[src/rtl/pbrle_pkg.sv]
// Shared types and constants for the PackBits run-length decoder.
package pbrle_pkg;

	localparam int LANES = 4;
	// Lanes used per run word: only four lane fields exist
	localparam int LANE_USED = (LANES < 1) ? 1 : ((LANES > 4) ? 4 : LANES);
	localparam logic [2:0] LANE_W = 3'(LANE_USED);

	localparam int TDATA_W = 56;
	localparam int TUSER_W = 2;

	localparam logic [7:0] LIT_LIMIT = 8'd128;
	localparam logic [15:0] TOTAL_MAX = 16'hFFFF;

	typedef enum logic [2:0] {
		M_HDR = 3'b001,
		M_LIT = 3'b010,
		M_RUN = 3'b100
	} mode_t;

	typedef enum logic [1:0] {
		ST_IDLE = 2'b01,
		ST_RUN  = 2'b10
	} seq_t;

	typedef struct packed {
		logic [7:0]  left;
		logic [2:0]  cap;
		logic        add_one;
		logic [15:0] total;
	} unit_req_t;

	typedef struct packed {
		logic [2:0]  cnt;
		logic [7:0]  left;
		logic [15:0] total;
	} unit_rsp_t;

endpackage

[src/rtl/pbrle_unit.sv]
// Shared countdown and saturating total unit for literal and run words.
module pbrle_unit (
	input  pbrle_pkg::unit_req_t req,
	output pbrle_pkg::unit_rsp_t rsp
);
	import pbrle_pkg::*;

	logic [2:0]  cnt;
	logic [2:0]  add_n;
	logic [16:0] sum;

	always_comb begin
		// Take at most cap bytes from what is left
		if (req.left < {5'd0, req.cap}) begin
			cnt = req.left[2:0];
		end else begin
			cnt = req.cap;
		end
		add_n = req.add_one ? 3'd1 : cnt;
		sum = {1'b0, req.total} + {14'd0, add_n};
		rsp.cnt = cnt;
		rsp.left = req.left - {5'd0, cnt};
		rsp.total = sum[16] ? TOTAL_MAX : sum[15:0];
	end

endmodule

[src/rtl/packbits_rle_decoder_top.sv]
// PackBits run-length decoder: header sequencer, run word emitter and output register.
//
// Usage:
//   Slave channel s_*: one compressed byte per transaction in s_tdata[7:0],
//   s_tlast marks the last byte of a compressed block.
//   Master channel m_*: decoded words of up to four bytes. A header byte
//   gives no result (except a block-end marker when it closes a block), a
//   literal byte gives one single-byte word, a run value byte gives
//   ceil(n/4) words of the repeated byte with m_tuser[0] on the last one.
//   m_tlast closes the block; m_tuser[1] flags a block cut inside a header
//   or literal.
// Timing:
//   Header and literal bytes are taken whenever the output register is free; the
//   result appears in the output register the cycle after the transaction. A run value
//   byte holds s_tready low while the shared countdown unit emits one word per cycle
//   while the output register is free, ceil(n/4) words for a run of n bytes.
// Reset clears the sequencer, the decode mode, the counters and m_tvalid.
// When the receiver stalls, the output register holds its word, s_tready
// drops and the run countdown pauses until the word is taken.
module packbits_rle_decoder_top (
	input  logic                              clk,
	input  logic                              arst_n,
	input  logic                              s_tvalid,
	output logic                              s_tready,
	input  logic [7:0]                        s_tdata, // [7:0] in_byte
	input  logic                              s_tlast, // block_last
	output logic                              m_tvalid,
	input  logic                              m_tready,
	// [7:0] lane0, [15:8] lane1, [23:16] lane2, [31:24] lane3,
	// [34:32] byte_count, [50:35] total_bytes, [55:51] zero
	output logic [pbrle_pkg::TDATA_W-1:0]     m_tdata,
	output logic                              m_tlast, // block_end
	output logic [pbrle_pkg::TUSER_W-1:0]     m_tuser  // [0] run_last, [1] truncated
);
	import pbrle_pkg::*;

	seq_t        st_q;
	mode_t       mode_q;
	logic [7:0]  lit_left_q;
	logic [7:0]  run_left_q;
	logic [15:0] total_q;
	logic [7:0]  val_q;
	logic        last_q;

	logic                m_tvalid_q;
	logic [TDATA_W-1:0]  m_tdata_q;
	logic                m_tlast_q;
	logic [TUSER_W-1:0]  m_tuser_q;

	logic      out_free;
	logic      in_acc;
	unit_req_t ureq;
	unit_rsp_t ursp;

	assign out_free = !m_tvalid_q || m_tready;
	assign s_tready = (st_q == ST_IDLE) && out_free;
	assign in_acc = s_tvalid && s_tready;

	assign m_tvalid = m_tvalid_q;
	assign m_tdata = m_tdata_q;
	assign m_tlast = m_tlast_q;
	assign m_tuser = m_tuser_q;

	always_comb begin
		ureq.total = total_q;
		if (st_q == ST_RUN) begin
			ureq.left = run_left_q;
			ureq.cap = LANE_W;
			ureq.add_one = 1'b0;
		end else begin
			ureq.left = lit_left_q;
			ureq.cap = 3'd1;
			ureq.add_one = 1'b1;
		end
	end

	pbrle_unit u_unit (
		.req (ureq),
		.rsp (ursp)
	);

	function automatic logic [TDATA_W-1:0] pack_word(input logic [7:0] v,
			input logic [2:0] cnt, input logic [15:0] tot);
		logic [TDATA_W-1:0] w;
		w = '0;
		for (int k = 0; k < 4; k++) begin
			if (3'(k) < cnt) begin
				w[k*8 +: 8] = v;
			end
		end
		w[34:32] = cnt;
		w[50:35] = tot;
		return w;
	endfunction

	// Control state
	always_ff @(posedge clk or negedge arst_n) begin
		if (!arst_n) begin
			st_q <= ST_IDLE;
			mode_q <= M_HDR;
			lit_left_q <= '0;
			run_left_q <= '0;
			total_q <= '0;
			last_q <= 1'b0;
			m_tvalid_q <= 1'b0;
		end else begin
			if (m_tready) begin
				m_tvalid_q <= 1'b0;
			end
			if (in_acc) begin
				unique case (mode_q)
					M_LIT: begin
						m_tvalid_q <= 1'b1;
						lit_left_q <= ursp.left;
						total_q <= ursp.total;
						if (ursp.left == 8'd0) begin
							mode_q <= M_HDR;
						end
						if (s_tlast) begin
							mode_q <= M_HDR;
							lit_left_q <= '0;
							total_q <= '0;
						end
					end
					M_RUN: begin
						last_q <= s_tlast;
						st_q <= ST_RUN;
					end
					default: begin
						if (s_tdata < LIT_LIMIT) begin
							lit_left_q <= s_tdata + 8'd1;
							mode_q <= M_LIT;
						end else begin
							// 257 - b, which is 2..129
							run_left_q <= 8'd1 - s_tdata;
							mode_q <= M_RUN;
						end
						if (s_tlast) begin
							m_tvalid_q <= 1'b1;
							mode_q <= M_HDR;
							lit_left_q <= '0;
							run_left_q <= '0;
							total_q <= '0;
						end
					end
				endcase
			end else if (st_q == ST_RUN && out_free) begin
				m_tvalid_q <= 1'b1;
				run_left_q <= ursp.left;
				total_q <= ursp.total;
				if (ursp.left == 8'd0) begin
					st_q <= ST_IDLE;
					mode_q <= M_HDR;
					if (last_q) begin
						total_q <= '0;
						lit_left_q <= '0;
					end
				end
			end
		end
	end

	// Payload
	always_ff @(posedge clk) begin
		if (in_acc) begin
			val_q <= s_tdata;
			unique case (mode_q)
				M_LIT: begin
					m_tdata_q <= pack_word(s_tdata, 3'd1, ursp.total);
					m_tlast_q <= s_tlast;
					m_tuser_q <= {s_tlast && (ursp.left != 8'd0), 1'b1};
				end
				M_RUN: begin
				end
				default: begin
					m_tdata_q <= pack_word(8'd0, 3'd0, total_q);
					m_tlast_q <= 1'b1;
					m_tuser_q <= 2'b11;
				end
			endcase
		end else if (st_q == ST_RUN && out_free) begin
			m_tdata_q <= pack_word(val_q, ursp.cnt, ursp.total);
			m_tlast_q <= last_q && (ursp.left == 8'd0);
			m_tuser_q <= {1'b0, ursp.left == 8'd0};
		end
	end

	a_run_nonzero: assert property (@(posedge clk) disable iff (!arst_n)
		st_q == ST_RUN |-> run_left_q != 8'd0)
		else $error("run countdown active with nothing left");

	a_count_cap: assert property (@(posedge clk) disable iff (!arst_n)
		m_tvalid_q |-> m_tdata_q[34:32] <= LANE_W)
		else $error("word carries more bytes than lanes");

	a_marker: assert property (@(posedge clk) disable iff (!arst_n)
		m_tvalid_q && m_tdata_q[34:32] == 3'd0 |-> m_tlast_q && m_tuser_q == 2'b11)
		else $error("empty word that is not a truncation marker");

	a_trunc_end: assert property (@(posedge clk) disable iff (!arst_n)
		m_tvalid_q && m_tuser_q[1] |-> m_tlast_q && m_tuser_q[0])
		else $error("truncation flag without block end");

	a_run_mode: assert property (@(posedge clk) disable iff (!arst_n)
		st_q == ST_RUN |-> mode_q == M_RUN)
		else $error("run countdown outside run mode");

endmodule
[config.mk]
export PLATFORM = sky130hd
export DESIGN_NAME = packbits_rle_decoder_top
export DESIGN_NICKNAME = d
export VERILOG_FILES = /design/src/rtl/pbrle_pkg.sv /design/src/rtl/pbrle_unit.sv /design/src/rtl/packbits_rle_decoder_top.sv
export SDC_FILE = /design/constraint.sdc
export NUM_CORES = 1
export LEC_CHECK = 0
export ABC_AREA = 1
export BUFFER_PORTS_ARGS = -buffer_cell sky130_fd_sc_hd__buf_4
export CAP_MARGIN = 20
export CELL_PAD_IN_SITES_DETAIL_PLACEMENT = 0
export CELL_PAD_IN_SITES_GLOBAL_PLACEMENT = 1
export CORE_MARGIN = 5
export CORE_UTILIZATION = 44
export DETAILED_ROUTE_END_ITERATION = 6
export GPL_TIMING_DRIVEN = 0
export PLACE_DENSITY = 0.88
export SLEW_MARGIN = 20
export SYNTH_ARGS = -nofsm -noshare
export SYNTH_HDL_FRONTEND = slang
export SYNTH_SLANG_ARGS = --single-unit
[constraint.sdc]
create_clock -name clk -period 4.7 [get_ports clk]
set_input_delay 1.41 -clock clk [delete_from_list [all_inputs] [get_ports clk]]
set_output_delay 1.41 -clock clk [all_outputs]
set_load 0.005 [all_outputs]
==> impl_metrics.ini, run 1 <==
[status]
status = completed

[grt]
grt_pass1_wl_um = 22630
grt_max_degree = 40
grt_overflow = 0
grt_pass1_vias = 4535
grtUsageTotal_pct = 19.53
antenna_found_initial = 0

[power_and_ir_drop]
power_frac_clock_pct = 15.1
p_switching_mw = 2.133
internal_power_mw = 2.670
p_comb_share_pct = 52.9
irDropWorstVdd_uv = 557.3
power_density_nw_per_um2 = 733.9
finalPower_mw = 4.803
power_frac_seq_pct = 32.0
leakage_nw = 3.103
switching_share_pct = 44.42

[run]
cap_violations = 0

[routing]
detail-route-antenna-nets = 0
vias = 4550
drt-vias-per-instance = 5.101
drtIter0Drc = 338
wirelength_um = 13730
drt_pre_antenna_iters = 5
post_drt_wl_per_cell_um = 15.39
drcViolationCount = 0

[layout]
mostFrequentLayoutCell = nand2_1
fill_cells = 1150
final_cells = 892
layout.nets = 742
utilization_pct = 54.04
multiInputGateArea_um2 = 2247
layout_common_cells = 159 x nand2_1, 74 x inv_1, 74 x buf_4
seqCellArea_um2 = 2840
syn_to_final_growth_pct = 18.97
drive_above_1_share_pct = 20.72
diodes = 0

[synth]
ys_ff_latch = 101
synthArstFlopShare_pct = 38.61
synth.area.top_cells = edfxtp_1 34%, dfrtp_1 17%, nand2_1 11%
synthCells = 635
yosysTopAreaCellShare_pct = 33.84
ys_types = 43
synthFlopType = edfxtp_1
yosys_warnings = 0
synth_top_cell_by_area = edfxtp_1
synth_seq_area_share_pct = 51.63
avgSynthCellArea_um2 = 8.664
synth_edf_count = 62
syn_area_um2 = 5502

[critical_path]
path_class = reg2reg
path_common_cell = nand2_1
crit_required_ps = 4850
critPathBufInv = 4
cp.arrival_ps = 4260
end_kind = register
slowest_stage = dfstp_2
cpLargestDelayFamily = simple AND/OR/NAND/NOR gates
cp_cell_sequence = inv_4 -> nand2_8 -> nand2_1 -> nand2_2 -> nand2_1 -> nor2_2 -> nand2_2 -> inv_1 -> nor2_1 -> inv_2 -> nand2_1 -> nand2_1 -> ha_1 -> fa_1 -> nand2_1 -> nand2_1 -> nand3_1 -> nor3_2 -> nand3_2 -> inv_1 -> nor2_1 -> o21ai_0
crit_path_start_kind = register
worstPathMaxFanout = 10
slowest_delay_ps = 540

[timing]
slew_violations = 0
finalSetupTns_ps = 0
maxClockFrequency_mhz = 243.4
tightest_slew_ps = 868.7
finClkSkew_ps = 7.469
setup_violations = 0
min_period_over_period_pct = 87.42
rsz0062_at_grt = false
period_minus_slack_ps = 4109
hold_violations = 0
max-slew-margin-rel_pct = 41.64
whs_ps = 476.5

[floorplanning]
fp-row-count = 40
dieArea_um2 = 14840
fp.dieH_um = 121.8
pin_count = 74
core_area_um2 = 12110
initial_utilization_pct = 45.42
die_w_um = 121.8

[clock_network]
path_clk_slew_ps = 70
cts_tree = done
clock_sinks = 101
post_cts_buffers = 0
cts_root_buf = clkbuf_16
cts_buffers = 9
cts_buffer_depth = 2
cts.htree.levels = 3
clock_latency_ps = 350

[placed_design]
hpwl_um = 10160
dp.cells = 876
port_buffers = 68
gp_congestion = 0.9678

[worst_hold_path]
hold_class = reg2reg
## sequential cells by signal, indices dropped and copies added, names as in the netlist
name        flops
m_tdata        51
total_q        16
lit_left_q      8
run_left_q      8
val_q           8
mode_q          3
m_tuser         2
st_q            2
last_q          1
m_tlast         1
m_tvalid        1
## final cells by class
cell class	count	share of cell area, %
Buffer	19	1.950
Clock buffer	10	3.651
Clock inverter	6	0.6691
Inverter	81	4.684
Multi-Input combinational cell	438	34.33
Sequential cell	101	43.40
Tap cell	168	3.212
Timing Repair Buffer	69	8.106
## per-layer routing
layer  vias to the layer above  GRT usage [%]  routed length [um]
li1                       2245              -                   -
met4                         0          7.983                 362
met1                      2150          25.32                6099
met2                       132          32.87                6688
met5                         -              0                   0
met3                        23          2.878                 578
## repair_timing
item,CTS,global route
hold buffers,0,0
gates resized for setup,0,1
setup endpoints to repair,0,6
hold endpoints to repair,0,0
## metrics by stage
step / area (um2) / setup slack [ps]
CTS: 6540 / 359.2
detailed placement: 6257 / 390.4
floorplan: 5517 / 974.9
finish: 6545 / 591.4
global route: 6545 / 168.8
global placement: 6237 / 222.2
## kinds of logic after synthesis
group | after synthesis | share of synthesized area [%]
AOI/OAI and AO/OA | 68 | 6.959
xor gates and xnor gates | 12 | 1.910
adders and majority gates | 10 | 2.411
buffers and inverters | 100 | 7.891
DFF | 101 | 51.63
other | 1 | 0.06816
and+or+nand+nor | 343 | 29.13
## tightest hold or removal path: cells and delay by family (launching register included)
family | cells | cell delay [ps]
flops | 1 | 340
simple gates | 2 | 100
## power by group through the flow
stage               combinational (mW)  sequential (mW)  clock, mW
floorplan                         1.67             1.56          0
global placement                  2.48             1.56          0
detailed placement                2.53             1.56          0
CTS                               2.54             1.54      0.735
global route                      2.86             1.58      0.775
finish                            2.54             1.54      0.724
## synthesized netlist by cell type, types with 4 or more instances
library cell  count
inv_1            75
nand2_1         159
nor2_1           67
buf_6             4
or2_2             4
nand4_1           6
o21ai_0          39
a31oi_1           6
xor2_1           10
edfxtp_1         62
ha_1              9
o22ai_1           7
nand2_2          14
dfrtp_1          37
buf_4             6
nor2_2            5
nand3_2          10
inv_2             4
clkbuf_1          6
nor3_1           10
a21oi_1           8
nand3_1          57
## path summary, 6_finish.rpt
| kind | start | endpoint | slack (ps) | cells past startpoint |
|---|---|---|---|---|
| worst min-delay path | lit_left_q[4]$_DFFE_PN0P_ | lit_left_q[4]$_DFFE_PN0P_ | 480 | 2 |
| min in group asynchronous | arst_n | run_left_q[7]$_DFFE_PN0P_ | 1050 | 1 |
| max in group asynchronous | arst_n | mode_q[0]$_DFFE_PN1P_ | 3260 | 1 |
| worst max register to register | st_q[0]$_DFFE_PN1P_ | m_tdata[35]$_DFFE_PP_ | 590 | 22 |
| worst min register to register | lit_left_q[4]$_DFFE_PN0P_ | lit_left_q[4]$_DFFE_PN0P_ | 480 | 2 |
| worst max-delay path | st_q[0]$_DFFE_PN1P_ | m_tdata[35]$_DFFE_PP_ | 590 | 22 |
Note: power is estimated with default switching activity, not from simulation.
==> inputs of run 2 (changes only) <==
- PLACE_DENSITY: 0.88 -> 0.89
- SYNTH_HIERARCHICAL: default -> 1
==> run 2 against run 1 <==
Effect of this change:
- global-route usage shrank 1.5 points
- register-to-register slack lost 180 ps
- first-iteration DRC count grew 21%
- clock skew grew 1.5 ps
- combinational power grew 36%
- sequential share of layout area shrank 1.8 points
- utilization shrank 0.33 points
- cell count grew 6.8%
- clock-buffer cell count shrank 1
==> impl_metrics.ini, run 2 <==
[critical_path]
critPathBufInv = 2
crit_start = st_q[0]$_DFFE_PN1P_
cp.arrival_ps = 4570
crit_path_start_kind = register
path_common_cell = nand2_1
path_class = reg2reg
worstPathMaxFanout = 14
crit_required_ps = 4990
end_kind = register
slowest_stage = dfstp_2
slowest_delay_ps = 550
crit-reg2reg-launch = st_q[0]$_DFFE_PN1P_
cpLargestDelayFamily = simple AND/OR/NAND/NOR gates

[synth]
yosys_warnings = 6
synthArstFlopShare_pct = 38.61
synth_seq_area_share_pct = 49.35
synth_top_cell_by_area = edfxtp_1
yosysTopAreaCellShare_pct = 32.35
synthFlopType = edfxtp_1
syn_area_um2 = 5756
yosysMostFrequentCell = nand2_1
ys_ff_latch = 101
synth_edf_count = 62
synth.area.top_cells = edfxtp_1 32%, nand2_1 17%, dfrtp_1 16%
synthCells = 692
ys_top_cells_by_count = 259 x nand2_1, 78 x nor2_1, 62 x edfxtp_1
ys_types = 41
avgSynthCellArea_um2 = 8.317

[grt]
grtUsageTotal_pct = 18.04
grt_overflow = 0
grt_pass1_vias = 4657
antenna_found_initial = 0
grt_max_degree = 64
grt_pass1_wl_um = 22970

[routing]
post_drt_wl_per_cell_um = 14.49
detail-route-antenna-nets = 0
vias = 4862
drtIter0Drc = 410
drcViolationCount = 0
wirelength_um = 13810
drt-vias-per-instance = 5.102
drt_pre_antenna_iters = 5

[clock_network]
cts_buffers = 9
post_cts_buffers = 0
clock_sinks = 101
clock_latency_ps = 350
hold_buffers = 0
cts_root_buf = clkbuf_16
cts_tree = done
path_clk_slew_ps = 80
cts_buffer_depth = 2
cts.htree.levels = 3

[timing]
hold_violations = 0
min_period_over_period_pct = 91.18
slew_violations = 0
setup_violations = 0
tightest_slew_ps = 850.6
period_minus_slack_ps = 4285
rsz0062_at_grt = false
maxClockFrequency_mhz = 233.4
max-slew-margin-rel_pct = 42.86
finClkSkew_ps = 9.015

[power_and_ir_drop]
irDropWorstVdd_uv = 381.4
power_density_nw_per_um2 = 859.5
leakage_nw = 3.239

[placed_design]
hpwl_um = 10190
gp_congestion = 0.9252
place_area_um2 = 6500
port_buffers = 68

[worst_hold_path]
hold_path_startpoint = lit_left_q[2]$_DFFE_PN0P_
hold_class = reg2reg

[layout]
fill_cells = 1181
layout_common_cells = 258 x nand2_1, 76 x nor2_1, 75 x buf_4
syn_to_final_growth_pct = 18.72
utilization_pct = 53.71
final_area_um2 = 6833
drive_above_1_share_pct = 19.46
layout.nets = 802
largest_reg_flops = 51
multiInputGateArea_um2 = 2550
mostFrequentLayoutCell = nand2_1
seqCellArea_um2 = 2840
diodes = 0

[status]
status = completed

[floorplanning]
pin_count = 74
fp.dieH_um = 124.4
initial_utilization_pct = 45.24
fp-row-count = 41
core_area_um2 = 12720
dieArea_um2 = 15470
die_w_um = 124.4

[run]
cap_violations = 0
==> run 2: changes by cell type in the layout (fill, tap and decap cells not counted), moves of 6 or more <==
| cell | delta |
|---|---|
| o21ai_2 | +11 |
| nand2_1 | +99 |
| nand3_1 | -9 |
| nand2_2 | -9 |
| o21ai_0 | -19 |
| o22ai_1 | -7 |
| a31oi_1 | -6 |
| nor3_1 | -6 |
| inv_1 | -15 |
| nor2_1 | +9 |
| o32ai_1 | +8 |
==> run 2: tightest hold or removal path, delay by kind of cell, from the launching register on <==
kind / cells / cell delay, ps
flops: 1 / 350
simple gates: 2 / 100
==> run 2: stage by stage <==
stage | worst slack (ps) | TNS [ps] | cells | total power [mW] | hold WS, ps
floorplan | 812.2 | 0 | 697 | 3.985 | 449.2
global placement | -137.6 | -1567 | 937 | 4.957 | 463.7
detailed placement | -257.0 | -3498 | 937 | 5.061 | 467.0
CTS | 55.22 | 0 | 953 | 5.855 | 486.8
global route | 12.44 | 0 | 953 | 6.372 | 495.9
finish | 414.7 | 0 | 953 | 5.873 | 482.2
==> run 2: layout make-up <==
class                           count  share of cell area (%)
Timing Repair Buffer               68                   7.471
Sequential cell                   101                   41.57
Multi-Input combinational cell    510                   37.32
Clock buffer                        9                   3.296
Buffer                             22                   2.454
Clock inverter                      7                   1.190
Inverter                           64                   3.552
Tap cell                          172                   3.150
==> run 2: logic make-up (layout without fill, tap and decap cells) <==
| logic type | count (synthesis) | count (layout) | synth area share (%) |
|---|---|---|---|
| flops | 101 | 101 | 49.35 |
| compound gates | 54 | 54 | 6.370 |
| xor+xnor | 10 | 10 | 1.522 |
| other cells | 1 | 6 | 0.06515 |
| simple gates | 427 | 427 | 32.63 |
| fa+ha+maj | 13 | 13 | 3.087 |
| buf+inv | 86 | 170 | 6.978 |
==> run 2: what timing repair did <==
| item | in CTS | in global routing |
|---|---|---|
| resized for setup | 2 | 8 |
| endpoints found under the setup margin | 25 | 32 |
| pin swaps | 0 | 1 |
==> run 2: final timing paths <==
path | endpoint | slack, ps | cells after the start
max in group asynchronous | total_q[13]$_DFFE_PN0P_ | 3260 | 1
hold reg to reg | lit_left_q[2]$_DFFE_PN0P_ | 480 | 2
setup / recovery | lit_left_q[1]$_DFFE_PN0P_ | 410 | 28
min in group asynchronous | lit_left_q[2]$_DFFE_PN0P_ | 1050 | 1
setup reg to reg | lit_left_q[1]$_DFFE_PN0P_ | 410 | 28
hold / removal | lit_left_q[2]$_DFFE_PN0P_ | 480 | 2
==> run 2: layer usage <==
layer / global-route usage (%) / wire length, um / up-vias
met5: 0 / 0 / -
met4: 6.383 / 210 / 0
met3: 3.045 / 840 / 13
met2: 27.83 / 6248 / 170
met1: 25.68 / 6508 / 2272
li1: - / - / 2407
==> run 2: power by group <==
| group | switching (mW) | total [mW] | internal (mW) |
|---|---|---|---|
| registers | 0.139 | 1.65 | 1.51 |
| logic | 2.24 | 3.45 | 1.22 |
| clock network | 0.348 | 0.769 | 0.422 |
